==> src/hdl/kvt_pkg.sv <==
`timescale 1ns / 1ps

package kvt_pkg;

	localparam int TABLE_DEPTH_DEF = 8;
	localparam int KEY_W           = 32;
	localparam int VALUE_W         = 32;
	localparam int OPCODE_W        = 2;
	localparam int STATUS_W        = 2;
	localparam int CAP_W           = 4;
	localparam int COUNT_OUT_W     = 4;
	localparam logic [CAP_W-1:0] CAP_RESET = 4'd5;

	typedef enum logic [OPCODE_W-1:0] {
		OP_INSERT = 2'd0,
		OP_REMOVE = 2'd1,
		OP_FIND   = 2'd2,
		OP_CLEAR  = 2'd3
	} op_t;

	typedef enum logic [STATUS_W-1:0] {
		ST_OK      = 2'd0,
		ST_DUP     = 2'd1,
		ST_MISSING = 2'd2,
		ST_FULL    = 2'd3
	} status_t;

	// controller -> datapath strobes
	typedef struct packed {
		logic    load_item;
		logic    rd_en;
		logic    wr_en;
		logic    wr_from_rd;
		logic    cnt_inc;
		logic    cnt_dec;
		logic    cnt_clr;
		logic    res_load;
		status_t res_status;
		logic    res_found;
	} dp_cmd_t;

	// datapath -> controller flags
	typedef struct packed {
		op_t  op;
		logic key_match;
		logic full;
		logic out_free;
	} dp_stat_t;

endpackage

==> src/hdl/kvt_req_if.sv <==
`timescale 1ns / 1ps

interface kvt_req_if;
	logic                                valid;
	logic                                ready;
	logic [kvt_pkg::OPCODE_W-1:0]        opcode;
	logic signed [kvt_pkg::KEY_W-1:0]    key;
	logic signed [kvt_pkg::VALUE_W-1:0]  value;

	modport source (output valid, output opcode, output key, output value, input ready);
	modport sink   (input valid, input opcode, input key, input value, output ready);
endinterface

==> src/hdl/kvt_rsp_if.sv <==
`timescale 1ns / 1ps

interface kvt_rsp_if;
	logic                                 valid;
	logic                                 ready;
	logic [kvt_pkg::STATUS_W-1:0]         status;
	logic signed [kvt_pkg::VALUE_W-1:0]   found_value;
	logic [kvt_pkg::COUNT_OUT_W-1:0]      entry_count;
	logic                                 is_empty;

	modport source (output valid, output status, output found_value, output entry_count,
		output is_empty, input ready);
	modport sink   (input valid, input status, input found_value, input entry_count,
		input is_empty, output ready);
endinterface

==> src/hdl/kvt_cfg_if.sv <==
`timescale 1ns / 1ps

interface kvt_cfg_if;
	logic                        valid;
	logic                        ready;
	logic [kvt_pkg::CAP_W-1:0]   data;

	modport source (output valid, output data, input ready);
	modport sink   (input valid, input data, output ready);
endinterface

==> src/hdl/key_value_table_linear_search_top.sv <==
`timescale 1ns / 1ps
// One operation at a time: the next word is taken only once the previous one has loaded
//   its result, later while an earlier result still waits for ready. Find, remove and insert
//   scan the stored entries in order; clear and an insert into a full table skip the scan;
//   remove then moves each later entry down by one.
// Reset (arst_n low, async): count cleared, capacity back to 5, no result pending;
//   table memory contents are not cleared, they are only read below the count.

module key_value_table_linear_search_top #(
	parameter int TABLE_DEPTH = kvt_pkg::TABLE_DEPTH_DEF
) (
	input logic       clk,
	input logic       arst_n,
	kvt_req_if.sink   req,
	kvt_rsp_if.source rsp,
	kvt_cfg_if.sink   cfg
);

	localparam int CW = $clog2(TABLE_DEPTH + 1);
	localparam int AW = (TABLE_DEPTH > 1) ? $clog2(TABLE_DEPTH) : 1;

	kvt_pkg::dp_cmd_t  cmd;
	kvt_pkg::dp_stat_t stat;
	logic [AW-1:0]     rd_addr;
	logic [AW-1:0]     wr_addr;
	logic [CW-1:0]     count;

	// Capacity register is always writable; it is to be written only while no
	// operation is in flight.
	assign cfg.ready = 1'b1;

	// Controller: sequences scan, shift-down and commit per operation word.
	kvt_controller #(
		.TABLE_DEPTH (TABLE_DEPTH)
	) u_ctrl (
		.clk      (clk),
		.arst_n   (arst_n),
		.in_valid (req.valid),
		.in_ready (req.ready),
		.stat     (stat),
		.count    (count),
		.cmd      (cmd),
		.rd_addr  (rd_addr),
		.wr_addr  (wr_addr)
	);

	// Datapath: table memory, operand registers, count, capacity and result register.
	// The result register lets a new word enter while the previous result waits.
	kvt_datapath #(
		.TABLE_DEPTH (TABLE_DEPTH)
	) u_dp (
		.clk             (clk),
		.arst_n          (arst_n),
		.cmd             (cmd),
		.rd_addr         (rd_addr),
		.wr_addr         (wr_addr),
		.stat            (stat),
		.count           (count),
		.cfg_we          (cfg.valid),
		.cfg_data        (cfg.data),
		.in_opcode       (req.opcode),
		.in_key          (req.key),
		.in_value        (req.value),
		.out_valid       (rsp.valid),
		.out_ready       (rsp.ready),
		.out_status      (rsp.status),
		.out_found_value (rsp.found_value),
		.out_entry_count (rsp.entry_count),
		.out_is_empty    (rsp.is_empty)
	);

endmodule

==> src/hdl/kvt_datapath.sv <==
`timescale 1ns / 1ps

module kvt_datapath #(
	parameter int TABLE_DEPTH = kvt_pkg::TABLE_DEPTH_DEF,
	localparam int CW = $clog2(TABLE_DEPTH + 1),
	localparam int AW = (TABLE_DEPTH > 1) ? $clog2(TABLE_DEPTH) : 1
) (
	input  logic                               clk,
	input  logic                               arst_n,
	input  kvt_pkg::dp_cmd_t                   cmd,
	input  logic [AW-1:0]                      rd_addr,
	input  logic [AW-1:0]                      wr_addr,
	output kvt_pkg::dp_stat_t                  stat,
	output logic [CW-1:0]                      count,
	input  logic                               cfg_we,
	input  logic [kvt_pkg::CAP_W-1:0]          cfg_data,
	input  logic [kvt_pkg::OPCODE_W-1:0]       in_opcode,
	input  logic signed [kvt_pkg::KEY_W-1:0]   in_key,
	input  logic signed [kvt_pkg::VALUE_W-1:0] in_value,
	output logic                               out_valid,
	input  logic                               out_ready,
	output logic [kvt_pkg::STATUS_W-1:0]       out_status,
	output logic signed [kvt_pkg::VALUE_W-1:0] out_found_value,
	output logic [kvt_pkg::COUNT_OUT_W-1:0]    out_entry_count,
	output logic                               out_is_empty
);

	localparam int CMPW = (CW > kvt_pkg::CAP_W) ? CW : kvt_pkg::CAP_W;

	logic signed [kvt_pkg::KEY_W-1:0]   key_mem [TABLE_DEPTH];
	logic signed [kvt_pkg::VALUE_W-1:0] val_mem [TABLE_DEPTH];

	kvt_pkg::op_t                       op_q;
	logic signed [kvt_pkg::KEY_W-1:0]   key_q;
	logic signed [kvt_pkg::VALUE_W-1:0] val_q;
	logic signed [kvt_pkg::KEY_W-1:0]   rd_key_q;
	logic signed [kvt_pkg::VALUE_W-1:0] rd_val_q;
	logic [CW-1:0]                      count_q;
	logic [kvt_pkg::CAP_W-1:0]          cap_q;
	logic                               out_valid_q;
	logic [kvt_pkg::STATUS_W-1:0]       res_status_q;
	logic signed [kvt_pkg::VALUE_W-1:0] res_found_q;
	logic [kvt_pkg::COUNT_OUT_W-1:0]    res_count_q;
	logic                               res_empty_q;

	// control state
	always_ff @(posedge clk or negedge arst_n) begin
		if (!arst_n) begin
			count_q     <= '0;
			cap_q       <= kvt_pkg::CAP_RESET;
			out_valid_q <= 1'b0;
		end else begin
			if (cfg_we) begin
				cap_q <= cfg_data;
			end
			if (cmd.cnt_clr) begin
				count_q <= '0;
			end else if (cmd.cnt_inc) begin
				count_q <= count_q + 1'b1;
			end else if (cmd.cnt_dec) begin
				count_q <= count_q - 1'b1;
			end
			if (cmd.res_load) begin
				out_valid_q <= 1'b1;
			end else if (out_ready) begin
				out_valid_q <= 1'b0;
			end
		end
	end

	// operand, read-back and result words
	always_ff @(posedge clk) begin
		if (cmd.load_item) begin
			op_q  <= kvt_pkg::op_t'(in_opcode);
			key_q <= in_key;
			val_q <= in_value;
		end
		if (cmd.rd_en) begin
			rd_key_q <= key_mem[rd_addr];
			rd_val_q <= val_mem[rd_addr];
		end
		if (cmd.res_load) begin
			res_status_q <= cmd.res_status;
			res_found_q  <= cmd.res_found ? rd_val_q : '0;
			res_count_q  <= kvt_pkg::COUNT_OUT_W'(count_q);
			res_empty_q  <= (count_q == '0);
		end
	end

	// table memory, one write port
	always_ff @(posedge clk) begin
		if (cmd.wr_en) begin
			key_mem[wr_addr] <= cmd.wr_from_rd ? rd_key_q : key_q;
			val_mem[wr_addr] <= cmd.wr_from_rd ? rd_val_q : val_q;
		end
	end

	always_comb begin
		stat.op        = op_q;
		stat.key_match = (rd_key_q == key_q);
		stat.full      = (CMPW'(count_q) >= CMPW'(cap_q)) || (count_q >= CW'(TABLE_DEPTH));
		stat.out_free  = !out_valid_q || out_ready;
	end

	assign count           = count_q;
	assign out_valid       = out_valid_q;
	assign out_status      = res_status_q;
	assign out_found_value = res_found_q;
	assign out_entry_count = res_count_q;
	assign out_is_empty    = res_empty_q;

endmodule

==> src/hdl/kvt_controller.sv <==
`timescale 1ns / 1ps

module kvt_controller #(
	parameter int TABLE_DEPTH = kvt_pkg::TABLE_DEPTH_DEF,
	localparam int CW = $clog2(TABLE_DEPTH + 1),
	localparam int AW = (TABLE_DEPTH > 1) ? $clog2(TABLE_DEPTH) : 1
) (
	input  logic              clk,
	input  logic              arst_n,
	input  logic              in_valid,
	output logic              in_ready,
	input  kvt_pkg::dp_stat_t stat,
	input  logic [CW-1:0]     count,
	output kvt_pkg::dp_cmd_t  cmd,
	output logic [AW-1:0]     rd_addr,
	output logic [AW-1:0]     wr_addr
);

	typedef enum logic [2:0] {
		S_IDLE,
		S_DECODE,
		S_SCAN,
		S_SHIFT_RD,
		S_SHIFT_WR,
		S_COMMIT,
		S_FINISH
	} state_t;

	state_t            state_q;
	logic [CW-1:0]     idx_q;     // next entry to read during scan
	logic [CW-1:0]     pos_q;     // entry under compare, then shift cursor
	logic              pend_q;    // a read is waiting for compare
	kvt_pkg::status_t  status_q;
	logic              found_q;

	logic          hit;
	logic          more;
	logic [CW-1:0] pos_nxt;
	logic          ins_commit;

	always_comb begin
		hit        = pend_q && stat.key_match;
		more       = (idx_q < count);
		pos_nxt    = pos_q + 1'b1;
		ins_commit = (state_q == S_COMMIT) && (stat.op == kvt_pkg::OP_INSERT)
			&& (status_q == kvt_pkg::ST_OK);

		in_ready = (state_q == S_IDLE);

		cmd.load_item  = (state_q == S_IDLE) && in_valid;
		cmd.rd_en      = ((state_q == S_SCAN) && !hit && more)
			|| ((state_q == S_SHIFT_RD) && (pos_nxt < count));
		cmd.wr_en      = ins_commit || (state_q == S_SHIFT_WR);
		cmd.wr_from_rd = (state_q == S_SHIFT_WR);
		cmd.cnt_inc    = ins_commit;
		cmd.cnt_dec    = (state_q == S_COMMIT) && (stat.op == kvt_pkg::OP_REMOVE)
			&& (status_q == kvt_pkg::ST_OK);
		cmd.cnt_clr    = (state_q == S_COMMIT) && (stat.op == kvt_pkg::OP_CLEAR);
		cmd.res_load   = (state_q == S_FINISH) && stat.out_free;
		cmd.res_status = status_q;
		cmd.res_found  = found_q;

		rd_addr = (state_q == S_SHIFT_RD) ? pos_nxt[AW-1:0] : idx_q[AW-1:0];
		wr_addr = (state_q == S_SHIFT_WR) ? pos_q[AW-1:0] : count[AW-1:0];
	end

	always_ff @(posedge clk or negedge arst_n) begin
		if (!arst_n) begin
			state_q  <= S_IDLE;
			idx_q    <= '0;
			pos_q    <= '0;
			pend_q   <= 1'b0;
			status_q <= kvt_pkg::ST_OK;
			found_q  <= 1'b0;
		end else begin
			case (state_q)
				S_IDLE: begin
					if (in_valid) begin
						state_q <= S_DECODE;
					end
				end
				S_DECODE: begin
					found_q  <= 1'b0;
					status_q <= kvt_pkg::ST_OK;
					idx_q    <= '0;
					pend_q   <= 1'b0;
					case (stat.op)
						kvt_pkg::OP_CLEAR: begin
							state_q <= S_COMMIT;
						end
						kvt_pkg::OP_INSERT: begin
							if (stat.full) begin
								status_q <= kvt_pkg::ST_FULL;
								state_q  <= S_COMMIT;
							end else begin
								state_q <= S_SCAN;
							end
						end
						default: begin
							state_q <= S_SCAN;
						end
					endcase
				end
				S_SCAN: begin
					if (hit) begin
						case (stat.op)
							kvt_pkg::OP_INSERT: begin
								status_q <= kvt_pkg::ST_DUP;
								state_q  <= S_COMMIT;
							end
							kvt_pkg::OP_FIND: begin
								found_q <= 1'b1;
								state_q <= S_COMMIT;
							end
							kvt_pkg::OP_REMOVE: begin
								state_q <= S_SHIFT_RD;
							end
							default: begin
								state_q <= S_COMMIT;
							end
						endcase
					end else if (more) begin
						pend_q <= 1'b1;
						pos_q  <= idx_q;
						idx_q  <= idx_q + 1'b1;
					end else begin
						if (stat.op != kvt_pkg::OP_INSERT) begin
							status_q <= kvt_pkg::ST_MISSING;
						end
						state_q <= S_COMMIT;
					end
				end
				S_SHIFT_RD: begin
					if (pos_nxt < count) begin
						state_q <= S_SHIFT_WR;
					end else begin
						state_q <= S_COMMIT;
					end
				end
				S_SHIFT_WR: begin
					pos_q   <= pos_nxt;
					state_q <= S_SHIFT_RD;
				end
				S_COMMIT: begin
					state_q <= S_FINISH;
				end
				S_FINISH: begin
					if (stat.out_free) begin
						state_q <= S_IDLE;
					end
				end
				default: begin
					state_q <= S_IDLE;
				end
			endcase
		end
	end

endmodule

==> src/flat_wrapper.sv <==
// flat-port wrapper written by rule: the top's interface ports become plain ports
module key_value_table_linear_search_top_flat 
#(
	parameter int TABLE_DEPTH = kvt_pkg::TABLE_DEPTH_DEF
)
  (clk, arst_n, req_valid, req_opcode, req_key, req_value, req_ready, rsp_valid, rsp_status, rsp_found_value, rsp_entry_count, rsp_is_empty, rsp_ready, cfg_valid, cfg_data, cfg_ready);
  kvt_req_if req_i ();
  kvt_rsp_if rsp_i ();
  kvt_cfg_if cfg_i ();
  input logic clk;
  input logic arst_n;
  input wire logic [$bits(req_i.valid)-1:0] req_valid;
  input wire logic [$bits(req_i.opcode)-1:0] req_opcode;
  input wire logic [$bits(req_i.key)-1:0] req_key;
  input wire logic [$bits(req_i.value)-1:0] req_value;
  output wire logic [$bits(req_i.ready)-1:0] req_ready;
  output wire logic [$bits(rsp_i.valid)-1:0] rsp_valid;
  output wire logic [$bits(rsp_i.status)-1:0] rsp_status;
  output wire logic [$bits(rsp_i.found_value)-1:0] rsp_found_value;
  output wire logic [$bits(rsp_i.entry_count)-1:0] rsp_entry_count;
  output wire logic [$bits(rsp_i.is_empty)-1:0] rsp_is_empty;
  input wire logic [$bits(rsp_i.ready)-1:0] rsp_ready;
  input wire logic [$bits(cfg_i.valid)-1:0] cfg_valid;
  input wire logic [$bits(cfg_i.data)-1:0] cfg_data;
  output wire logic [$bits(cfg_i.ready)-1:0] cfg_ready;
  assign req_i.valid = req_valid;
  assign req_i.opcode = req_opcode;
  assign req_i.key = req_key;
  assign req_i.value = req_value;
  assign req_ready = req_i.ready;
  assign rsp_valid = rsp_i.valid;
  assign rsp_status = rsp_i.status;
  assign rsp_found_value = rsp_i.found_value;
  assign rsp_entry_count = rsp_i.entry_count;
  assign rsp_is_empty = rsp_i.is_empty;
  assign rsp_i.ready = rsp_ready;
  assign cfg_i.valid = cfg_valid;
  assign cfg_i.data = cfg_data;
  assign cfg_ready = cfg_i.ready;
  key_value_table_linear_search_top #(.TABLE_DEPTH(TABLE_DEPTH)) u_core (.clk(clk), .arst_n(arst_n), .req(req_i), .rsp(rsp_i), .cfg(cfg_i));
endmodule
==> config.mk <==
export PLATFORM = sky130hd
export DESIGN_NAME = key_value_table_linear_search_top_flat
export DESIGN_NICKNAME = d
export VERILOG_FILES = /design/src/hdl/kvt_pkg.sv /design/src/hdl/kvt_req_if.sv /design/src/hdl/kvt_rsp_if.sv /design/src/hdl/kvt_cfg_if.sv /design/src/hdl/key_value_table_linear_search_top.sv /design/src/hdl/kvt_datapath.sv /design/src/hdl/kvt_controller.sv /design/src/flat_wrapper.sv
export SDC_FILE = /design/constraint.sdc
export NUM_CORES = 1
export LEC_CHECK = 0
export ABC_CLOCK_PERIOD_IN_PS = 6400
export BUFFER_PORTS_ARGS = -buffer_cell sky130_fd_sc_hd__buf_2
export CAP_MARGIN = 40
export CELL_PAD_IN_SITES_DETAIL_PLACEMENT = 1
export CELL_PAD_IN_SITES_GLOBAL_PLACEMENT = 1
export CORE_MARGIN = 10
export CORE_UTILIZATION = 49
export DETAILED_ROUTE_END_ITERATION = 16
export MAX_ROUTING_LAYER = met4
export PLACE_DENSITY_LB_ADDON = 0.1
export SLEW_MARGIN = 10
export SYNTH_ARGS = -nofsm -noshare
export SYNTH_HDL_FRONTEND = slang
export SYNTH_HIERARCHICAL = 1
export SYNTH_SLANG_ARGS = --single-unit
==> constraint.sdc <==
create_clock -name clk -period 6.4 [get_ports clk]
set_clock_uncertainty 0.1 [all_clocks]
set_input_delay 0.32 -clock clk [delete_from_list [all_inputs] [get_ports clk]]
set_output_delay 0.32 -clock clk [all_outputs]
set_load 0.01 [all_outputs]
Yosys cells after proc, flatten, opt, wreduce, memory -nomap -nowiden. Memory sizes are Yosys's and may differ from the RTL's. A register that Yosys moved wholly into a read port is not among the register bits. Cells that the tools add are included. Widths: inputs -> output; s select.

Flip-flop bits (word level): 129. Bits in latches: 0. RAM bits: 512. Bits in read-only memories: 0. Input bits: 75. Output and inout bits: 42. Word-level logic and storage cells: 115. Memories kept: 2.

$add $sub $neg: 4. Multipliers: 0. Divide/modulo/power cells: 0. Order comparisons: 4. Equal/unequal tests: 19. Shift-type cells: 0. Multiplexer cells: 39. Bitwise logic cells: 0. Reduce and logical (&&, ||, !) cells: 31.

Memories: u_core.u_dp.key_mem (depth 8, bits a word 32, read ports 1, clocked after Yosys merged registers in 1, write ports 1, line kvt_datapath.sv:30) `logic signed [kvt_pkg::KEY_W-1:0] key_mem [TABLE_DEPTH];`; u_core.u_dp.val_mem (depth 8, bits a word 32, read ports 1, clocked after Yosys merged registers in 1, write ports 1, line kvt_datapath.sv:31) `logic signed [kvt_pkg::VALUE_W-1:0] val_mem [TABLE_DEPTH];`.

Operators with widths (number): $mux 32 (2); $eq 32x32->1 (1); $mux 4 (7); $mux 3 (8); $pmux 3 s7 (1); $pmux 4 s2 (2); $add 4x1->4 const B (3); $mux 2 (6); $reduce_and 3->1 (4); $logic_and 1x1->1 (11); $ne 2x2->1 const B (5); $eq 3x3->1 const B (3); $mux 1 (9); $lt 4x4->1 (2); $reduce_bool 2->1 (4); $eq 3x2->1 const B (2); $ne 3x3->1 const B (2); $pmux 3 s2 (1); $eq 2x2->1 const B (2); $ge 4x4->1 (1); $ge 4x4->1 const B (1); $logic_not 2->1 (2); $logic_not 4->1 (1); $logic_or 1x1->1 (4); 11 further kinds (13).

Longest topological paths before layout. Gate-level depths: netlist of run 1.

Word-level depth: 6. Depth in mapped cells: 11. Mapped depth without buffers: 11.

Cells and area by module. The synthesis of run 1 kept the hierarchy.

By module, submodules not included: kvt_datapath (times used 1, cells each 1124, area an instance 26186.4 µm², seq. area each 20677.3 µm²); kvt_controller (times used 1, cells each 142, area an instance 1183.6 µm², seq. area each 375.4 µm²); key_value_table_linear_search_top (times used 1, cells each 2, area an instance 11.3 µm², seq. area each 0.0 µm²).

Worst setup path before layout of run 1. No wires, ideal clock.

Path kind: register -> register. Start point: reg u_core.u_ctrl.pos_q[2]. End point: reg u_core/u_dp/rd_key_q[0] (netlist bit), read port of u_core.u_dp.key_mem (enable). Setup time: 0.574 ns. Arrival time: 5.814 ns. Data required time: 5.726 ns. Setup slack: -0.088 ns. Cell stages (with the launch flop): 8. Path buffers: 1. Clock period less this slack: 6.488 ns. Path through: dfrtp_1 -> clkbuf_1 -> nand3_1 -> xnor2_1 -> ha_1 -> a21oi_1 -> o21ai_0 -> o21ai_0.

RTL lines: from (decl) (line kvt_controller.sv:31) `logic [CW-1:0] pos_q;`; from (signal assigned) (line kvt_controller.sv:124) `pos_q <= idx_q;`; from (signal assigned) (line kvt_controller.sv:141) `pos_q <= pos_nxt;`; to (decl) (line kvt_datapath.sv:36) `logic signed [kvt_pkg::KEY_W-1:0] rd_key_q;`.

==> flow_summary.json, run 1 <==
{
  "outcome": "finished, final reports clean",
  "synth.lib_cells_used.distinct": 49,
  "dp.final_hpwl_mm": 33.01,
  "power_frac_clock_pct": 27.9,
  "cts_tree": "done",
  "grt_antenna_before_repair": 0,
  "synth.yosys.warnings": 6,
  "syn-instance-count": 1268,
  "total_of_endpoints_with_negative_setup_slack_in_the_final_report": 0,
  "power_leakage_nw": 10.53,
  "clock_path_buffers": 3,
  "fin_crit_share_pct": 55.34,
  "rr_startpoint": "u_core/u_ctrl/state_q[2]",
  "critical_path.startpoint_type": "register",
  "synth.top_cell.area_share_pct": 74.68,
  "syn-cell-area_mm2": 0.02738,
  "required_ps": 6570,
  "most_area_consuming_cells_after_synthesis": "sky130_fd_sc_hd__edfxtp_1 75%, sky130_fd_sc_hd__mux4_2 11%, sky130_fd_sc_hd__mux2_2 5.4%, sky130_fd_sc_hd__dfrtp_1 2.0%, sky130_fd_sc_hd__xor2_1 1.1%",
  "synth_enable_flop_cells": 681,
  "synth_async_sr_flop_share_pct": 3.404,
  "fmaxAchievable_ghz": 0.2824,
  "floorplan.initialDensity_pct": 49.60,
  "cap_violations": 0,
  "finalHoldViolations": 0,
  "critical_path_maximum_fanout": 48,
  "detail_route.wl_per_cell_um": 25.22,
  "placed_cell_area_mm2": 0.02911,
  "design_power_total_mw": 14.69,
  "cts_root_buffer": "sky130_fd_sc_hd__clkbuf_16",
  "drt_first_pass_iters": 4,
  "totalNegativeSetupSlack_ps": 0,
  "fp.dieArea_mm2": 0.06574,
  "hold_path_startpoint": "req_valid",
  "grt_pass1_vias": 14280,
  "synth_largest_area_cell": "sky130_fd_sc_hd__edfxtp_1",
  "grt_first_pass_wirelength_mm": 90.05,
  "avgViaCountPerCell": 5.576,
  "fp.coreArea_mm2": 0.05520,
  "power.net_switching_mw": 4.217,
  "cell_area_after_layout_mm2": 0.03221,
  "drcViolationCount": 0,
  "cts.repair_timing.setup_buffer_count": 0,
  "die_x_um": 256.4,
  "synth.net_count": 1362,
  "intPower_mw": 10.47,
  "drt_iter0_drc": 784,
  "synth-seq-cells": 705,
  "final_max_slew_viol_count": 0,
  "power_density_mw_per_mm2": 456.0,
  "worstReg2RegEnd": "u_core/u_dp/key_mem[3][18]",
  "clkLatencyLatePin_ps": 620,
  "global_route.usage.total_pct": 18.61,
  "grt_setup_unrepaired": "false",
  "reg_power_share_pct": 44.7,
  "setup.worst_path.end_class": "register",
  "layout-area-overhead-vs-synth_pct": 17.62,
  "min_path_type": "in -> reg",
  "port-buffer-count": 115,
  "die_h_um": 256.4,
  "drive_gt1_share_pct": 33.23,
  "postLayoutSetupSlackWorst_ps": 2859,
  "grt_max_degree": 101,
  "htree_levels": 3,
  "std_cell_rows": 86,
  "postSynth.topFlopCell": "sky130_fd_sc_hd__edfxtp_1",
  "rr_worst_depth": 9,
  "combinational_cell_fraction_of_total_power_pct": 27.4,
  "final_core_occ_pct": 58.35,
  "timing.slew.headroom_pct": 44.30,
  "final_wtd_congestion": 0.7345,
  "synth_sequential_area_ratio_pct": 76.89,
  "post_cts_resize_count": 0,
  "cts_sinks": 705,
  "fin_cells": 2316,
  "detail-route-antenna-nets": 0,
  "route.vias.total": 12910,
  "ir_worst_vdd_uv": 356.4,
  "reg2reg_setup_slack_ps": 2860,
  "whs_endpoint": "u_core/u_ctrl/state_q[0]",
  "fin_crit_ps": 3541,
  "cp.arrival_ps": 3710,
  "post-place-cells": 2102,
  "sw_frac_of_total_pct": 28.71,
  "cts_inserted_buffers": 74,
  "hold_path_depth": 4,
  "postCtsHoldBufs": 79,
  "globalRoute.totalOverflow": 0,
  "postSynthAreaPerCell_um2": 21.59,
  "num-nets-final": 1604,
  "clock_pin_slew_on_the_worst_setup_and_hold_paths_ps": 60,
  "post-place-ws_ps": 2471,
  "floorplan.io_pins": 117,
  "finalHoldWorstSlack_ps": 56.41,
  "criticalPathCategory": "reg -> reg",
  "antenna-diode-count": 0,
  "tightest_slew_ps": 835.5,
  "routed_wl_mm": 58.41
}
-- kinds of logic after synthesis --
kind of cell,Yosys count,share of synthesized area [%]
buf+inv,72,1.458
other cells,1,0.01370
fa+ha+maj,19,0.8956
xor+xnor,38,1.216
flops,705,76.89
compound gates,47,1.033
simple gates,124,2.449
mux,262,16.05
-- final cells by class --
| cell class | count | area [um2] |
|---|---|---|
| Clock buffer | 96 | 1956 |
| Sequential cell | 705 | 21050 |
| Clock inverter | 38 | 342.8 |
| Tap cell | 748 | 935.9 |
| Multi-Input combinational cell | 491 | 6035 |
| Fill cell | 4630 | 22990 |
| Inverter | 16 | 61.31 |
| Timing Repair Buffer | 222 | 1824 |
-- cell usage in the layout, fill, tap and decap left out, types with 22 or more instances in the layout --
master                          Yosys  layout
sky130_fd_sc_hd__mux2_2           132     130
sky130_fd_sc_hd__clkbuf_16          0      75
sky130_fd_sc_hd__xor2_1            35      35
sky130_fd_sc_hd__dlygate4sd3_1      0      79
sky130_fd_sc_hd__and2_1            34      33
sky130_fd_sc_hd__dfrtp_1           22      22
sky130_fd_sc_hd__buf_2             13     116
sky130_fd_sc_hd__edfxtp_1         681     681
sky130_fd_sc_hd__mux4_2           128     128
-- per-layer routing --
layer	part of all wire [%]	up-vias	GRT usage, %
met2	51	248	30.67
li1	-	5641	-
met1	43	6938	23.66
met4	2.2	0	4.930
met5	0	-	-
met3	3.7	87	3.310
-- Yosys cell counts, drive strengths merged, types with 2 or more instances --
master  instances
clkbuf         16
nand2b          9
nand3           9
and3            4
xnor2           3
mux2          133
o21a            2
nand3b          2
nand2          21
a21o            2
nor2b           2
nor2           20
o211ai          4
a211oi          2
nor3            5
dfstp           2
mux4          128
and2           35
nand4           3
buf            40
o22ai           3
nor4            9
a21oi          12
inv            16
edfxtp        681
dfrtp          22
ha             18
xor2           35
nor3b           2
a31oi           2
o21ai          15
-- critical path, cell delays in order (launching register included) --
cell                       delay (ps)
sky130_fd_sc_hd__dfrtp_1          460
sky130_fd_sc_hd__nor2b_1          200
sky130_fd_sc_hd__nand2b_1         280
sky130_fd_sc_hd__clkinv_2         410
sky130_fd_sc_hd__nand2_1          180
sky130_fd_sc_hd__o21ai_0           90
sky130_fd_sc_hd__buf_2            190
sky130_fd_sc_hd__nand2b_1         230
sky130_fd_sc_hd__nor2_4           580
sky130_fd_sc_hd__buf_12           430
-- flip-flops by register name, indices dropped and copies added (netlist names), 32 cells and up --
register,count
u_core/u_dp/key_q,32
u_core/u_dp/val_mem,256
u_core/u_dp/rd_key_q,32
u_core/u_dp/rd_val_q,32
u_core/u_dp/key_mem,256
u_core/u_dp/val_q,32
u_core/u_dp/out_found_value,32
-- how the worst max path moves through the flow --
stage                                        start  cells after the start                          to  slack (ps)
final                     u_core/u_ctrl/state_q[2]                      9  u_core/u_dp/key_mem[3][18]        2860
after floorplan           u_core/u_ctrl/state_q[2]                      8   u_core/u_dp/key_mem[5][0]        1480
after detailed placement  u_core/u_ctrl/state_q[0]                      7  u_core/u_dp/key_mem[6][26]        2470
after global placement    u_core/u_ctrl/state_q[0]                      6  u_core/u_dp/key_mem[5][28]        2370
after global routing      u_core/u_ctrl/state_q[0]                      6  u_core/u_dp/key_mem[3][18]        2540
after CTS                 u_core/u_ctrl/state_q[2]                      8   u_core/u_dp/val_mem[6][5]        2430
-- power by group through the flow --
stage | logic, mW | registers, mW | clock network, mW
floorplan | 2.91 | 6.61 | 0
global placement | 3.94 | 6.63 | 0
detailed placement | 4.09 | 6.66 | 0
CTS | 4.15 | 6.57 | 4.21
global route | 4.43 | 6.64 | 4.39
finish | 4.03 | 6.57 | 4.09
Power figures use the tool's default switching activity.
==> run 2, diff against run 1 <==
--- a/config.mk
+++ b/config.mk
@@ -5,13 +5,14 @@
 export SDC_FILE = /design/constraint.sdc
 export NUM_CORES = 1
 export LEC_CHECK = 0
-export ABC_CLOCK_PERIOD_IN_PS = 6400
+export ABC_AREA = 1
+export ABC_CLOCK_PERIOD_IN_PS = 3100
 export BUFFER_PORTS_ARGS = -buffer_cell sky130_fd_sc_hd__buf_2
 export CAP_MARGIN = 40
 export CELL_PAD_IN_SITES_DETAIL_PLACEMENT = 1
 export CELL_PAD_IN_SITES_GLOBAL_PLACEMENT = 1
 export CORE_MARGIN = 10
-export CORE_UTILIZATION = 49
+export CORE_UTILIZATION = 46
 export DETAILED_ROUTE_END_ITERATION = 16
 export MAX_ROUTING_LAYER = met4
 export PLACE_DENSITY_LB_ADDON = 0.1
==> constraint.sdc (replaced) <==
create_clock -name clk -period 3.1 [get_ports clk]
set_clock_uncertainty 0.1 [all_clocks]
set_input_delay 0.155 -clock clk [delete_from_list [all_inputs] [get_ports clk]]
set_output_delay 0.155 -clock clk [all_outputs]
set_load 0.01 [all_outputs]
==> flow_summary.json, run 2 <==
{
  "grt_first_pass_wirelength_mm": 113.4,
  "grt_antenna_before_repair": 0,
  "synth.yosys.warnings": 6,
  "synth_async_sr_flop_share_pct": 3.404,
  "placed_cell_area_mm2": 0.03039,
  "syn-instance-count": 2349,
  "post-place-cells": 3234,
  "globalRoute.totalOverflow": 0,
  "reg_power_share_pct": 42.2,
  "power.net_switching_mw": 11.07,
  "most_frequent_standard_cell_in_the_layout_excluding_fill_and_tap_cells": "sky130_fd_sc_hd__edfxtp_1",
  "sw_frac_of_total_pct": 34.42,
  "critical_path_maximum_fanout": 148,
  "outcome": "finished, final reports clean",
  "whs_endpoint": "u_core/u_dp/val_q[31]",
  "drcViolationCount": 0,
  "synth_largest_area_cell": "sky130_fd_sc_hd__edfxtp_1",
  "routed_wl_mm": 73.60,
  "worst-path-buf-inv": 1,
  "std_cell_rows": 91,
  "htree_levels": 3,
  "intPower_mw": 21.10,
  "finalHoldWorstSlack_ps": 137.7,
  "power_leakage_nw": 12.39,
  "grt_max_degree": 149,
  "fin_cells": 3457,
  "worstReg2RegEnd": "u_core/u_dp/rd_val_q[19]",
  "synth.top_cell.area_share_pct": 71.62,
  "largest_registers_in_the_final_layout": "u_core/u_dp/key_mem: 256 flops, u_core/u_dp/val_mem: 256 flops",
  "tightest_slew_ps": 948.2,
  "cts_tree": "done",
  "cts_inserted_buffers": 77,
  "criticalPathCategory": "reg -> reg",
  "clkLatencyLatePin_ps": 630,
  "hold_path_startpoint": "req_value[31]",
  "cell_family_with_the_largest_share_of_critical_path_delay": "compound AO/OA/AOI/OAI gates",
  "cell_repeated_most_along_the_worst_path": "sky130_fd_sc_hd__nand2_1",
  "cts.repair_timing.setup_buffer_count": 0,
  "fp.coreArea_mm2": 0.06160,
  "cap_violations": 0,
  "clock_path_buffers": 3,
  "required_ps": 3490,
  "totalNegativeSetupSlack_ps": 0,
  "path_cells": "nor2_8 -> nand2_1 -> o21ai_4 -> buf_12 -> o21ai_0 -> o21ai_0 -> nand2_1 -> nand2_1",
  "dominant_cell_by_count_in_the_synthesized_netlist": "sky130_fd_sc_hd__edfxtp_1",
  "clock_pin_slew_on_the_worst_setup_and_hold_paths_ps": 60,
  "fp.dieArea_mm2": 0.07243,
  "die_x_um": 269.1,
  "min_path_type": "in -> reg",
  "die_h_um": 269.1,
  "avgViaCountPerCell": 5.319,
  "most_area_consuming_cells_after_synthesis": "sky130_fd_sc_hd__edfxtp_1 72%, sky130_fd_sc_hd__nor2_1 5.6%, sky130_fd_sc_hd__nand2_1 5.6%, sky130_fd_sc_hd__o21ai_0 5.3%, sky130_fd_sc_hd__o21ai_1 2.3%",
  "setup.worst_path.end_class": "register",
  "rr_worst_depth": 8,
  "synth.lib_cells_used.distinct": 38,
  "post-place-ws_ps": 314.7,
  "final_wtd_congestion": 0.7854,
  "power_density_mw_per_mm2": 954.5,
  "hold_path_depth": 2,
  "critical_path.max_stage_delay_ps": 540,
  "fin_crit_ps": 2839,
  "cts_root_buffer": "sky130_fd_sc_hd__clkbuf_16",
  "cell_area_after_layout_mm2": 0.03371,
  "final_max_slew_viol_count": 0,
  "grt_setup_unrepaired": "false",
  "port-buffer-count": 115,
  "ir_worst_vdd_uv": 568.6,
  "layout_common_cells": "681 x sky130_fd_sc_hd__edfxtp_1, 424 x sky130_fd_sc_hd__nand2_1, 420 x sky130_fd_sc_hd__nor2_1",
  "fmaxAchievable_ghz": 0.3522,
  "max_stage_delay_cell_worst_path": "sky130_fd_sc_hd__dfrtp_1",
  "finalHoldViolations": 0,
  "cp.arrival_ps": 3230,
  "synth_enable_flop_cells": 681,
  "drt_iter0_drc": 1182,
  "post_cts_resize_count": 0,
  "synth-seq-cells": 705,
  "floorplan.initialDensity_pct": 46.35,
  "synth.net_count": 2443,
  "route.vias.total": 18390,
  "postSynthAreaPerCell_um2": 12.15,
  "grt_pass1_vias": 19550,
  "postLayoutSetupSlackWorst_ps": 260.5,
  "global_route.usage.total_pct": 20.54,
  "fin_crit_share_pct": 91.60,
  "dp.final_hpwl_mm": 39.34,
  "synth_sequential_area_ratio_pct": 73.74,
  "detail_route.wl_per_cell_um": 21.29,
  "power_frac_clock_pct": 28.2,
  "syn-cell-area_mm2": 0.02855,
  "detail-route-antenna-nets": 0,
  "layout-area-overhead-vs-synth_pct": 18.06,
  "total_of_endpoints_with_negative_setup_slack_in_the_final_report": 0,
  "floorplan.io_pins": 117,
  "reg2reg_setup_slack_ps": 260,
  "rr_startpoint": "u_core/u_ctrl/state_q[2]",
  "cts_sinks": 705,
  "postSynth.topFlopCell": "sky130_fd_sc_hd__edfxtp_1",
  "drive_gt1_share_pct": 12.90,
  "drt_first_pass_iters": 4,
  "num-nets-final": 2653,
  "yosys-top-cells-count": "681 x sky130_fd_sc_hd__edfxtp_1, 428 x sky130_fd_sc_hd__nor2_1, 424 x sky130_fd_sc_hd__nand2_1, 305 x sky130_fd_sc_hd__o21ai_0, 131 x sky130_fd_sc_hd__o21ai_1",
  "antenna-diode-count": 0,
  "combinational_cell_fraction_of_total_power_pct": 29.6,
  "timing.slew.headroom_pct": 36.12,
  "critical_path.startpoint_type": "register",
  "postCtsHoldBufs": 82
}
==> run 2: cell types whose count changed after synthesis, moves of 111 or more <==
cell,delta
sky130_fd_sc_hd__mux4_2,-128
sky130_fd_sc_hd__nor2_1,+408
sky130_fd_sc_hd__nand2_1,+403
sky130_fd_sc_hd__o21ai_0,+291
sky130_fd_sc_hd__inv_1,+111
sky130_fd_sc_hd__o21ai_1,+130
==> run 2: area by class of cell <==
class	instances	area [um2]
Fill cell	6230	27890
Sequential cell	705	21050
Multi-Input combinational cell	1397	6548
Clock buffer	99	2095
Timing Repair Buffer	247	2077
Tap cell	837	1047
Inverter	131	496.7
Clock inverter	41	390.4
==> run 2: kinds of logic after synthesis <==
logic type | count (synthesis) | share of synthesized area (%)
simple gates | 886 | 12.04
flops | 705 | 73.74
other cells | 1 | 0.01313
buf+inv | 247 | 3.791
compound gates | 446 | 7.862
mux | 36 | 1.420
fa+ha+maj | 19 | 0.8590
xor+xnor | 9 | 0.2761
==> run 2: layer usage <==
metal,share of wire [%],GRT usage (%),routed length [um]
met5,0,-,0
met4,2.6,6.007,1879
met3,3.4,3.080,2481
met2,50,34.57,36580
met1,44,25.48,32660
==> run 2: power groups by stage <==
stage	clock, mW	combinational [mW]	sequential [mW]
global route	9.67	10.8	13.7
detailed placement	0	9.48	13.7
finish	9.08	9.51	13.6
global placement	0	9.00	13.7
floorplan	0	6.40	13.6
CTS	9.29	9.64	13.6
==> run 2: worst reg2reg max path: stages, from the launching register on <==
cell                      delay (ps)
sky130_fd_sc_hd__dfrtp_1         540
sky130_fd_sc_hd__nor2_8          210
sky130_fd_sc_hd__nand2_1         250
sky130_fd_sc_hd__o21ai_4         350
sky130_fd_sc_hd__buf_12          510
sky130_fd_sc_hd__o21ai_0         360
sky130_fd_sc_hd__o21ai_0         220
sky130_fd_sc_hd__nand2_1          80
sky130_fd_sc_hd__nand2_1          90
==> run 2: how the worst max path moves through the flow <==
stage / to / slack [ps] / startpoint / depth (start not counted)
4_1_cts: u_core/u_dp/rd_val_q[20] / 290 / u_core/u_ctrl/state_q[2] / 10
3_5_place_dp: u_core/u_dp/rd_val_q[12] / 310 / u_core/u_ctrl/state_q[2] / 8
5_1_grt: u_core/u_dp/rd_val_q[12] / 10 / u_core/u_ctrl/state_q[1] / 9
3_3_place_gp: u_core/u_dp/key_mem[1][17] / 370 / u_core/u_ctrl/state_q[2] / 4
2_1_floorplan: u_core/u_dp/key_mem[2][0] / -410 / u_core/u_ctrl/state_q[1] / 9
6_report: u_core/u_dp/rd_val_q[19] / 260 / u_core/u_ctrl/state_q[2] / 8
==> run 2: stage by stage <==
stage / util (%) / power, mW
detailed placement: 49.33 / 23.23
global placement: 49.32 / 22.68
CTS: 54.71 / 32.51
finish: 54.72 / 32.17
global route: 54.72 / 34.20
floorplan: - / 19.96
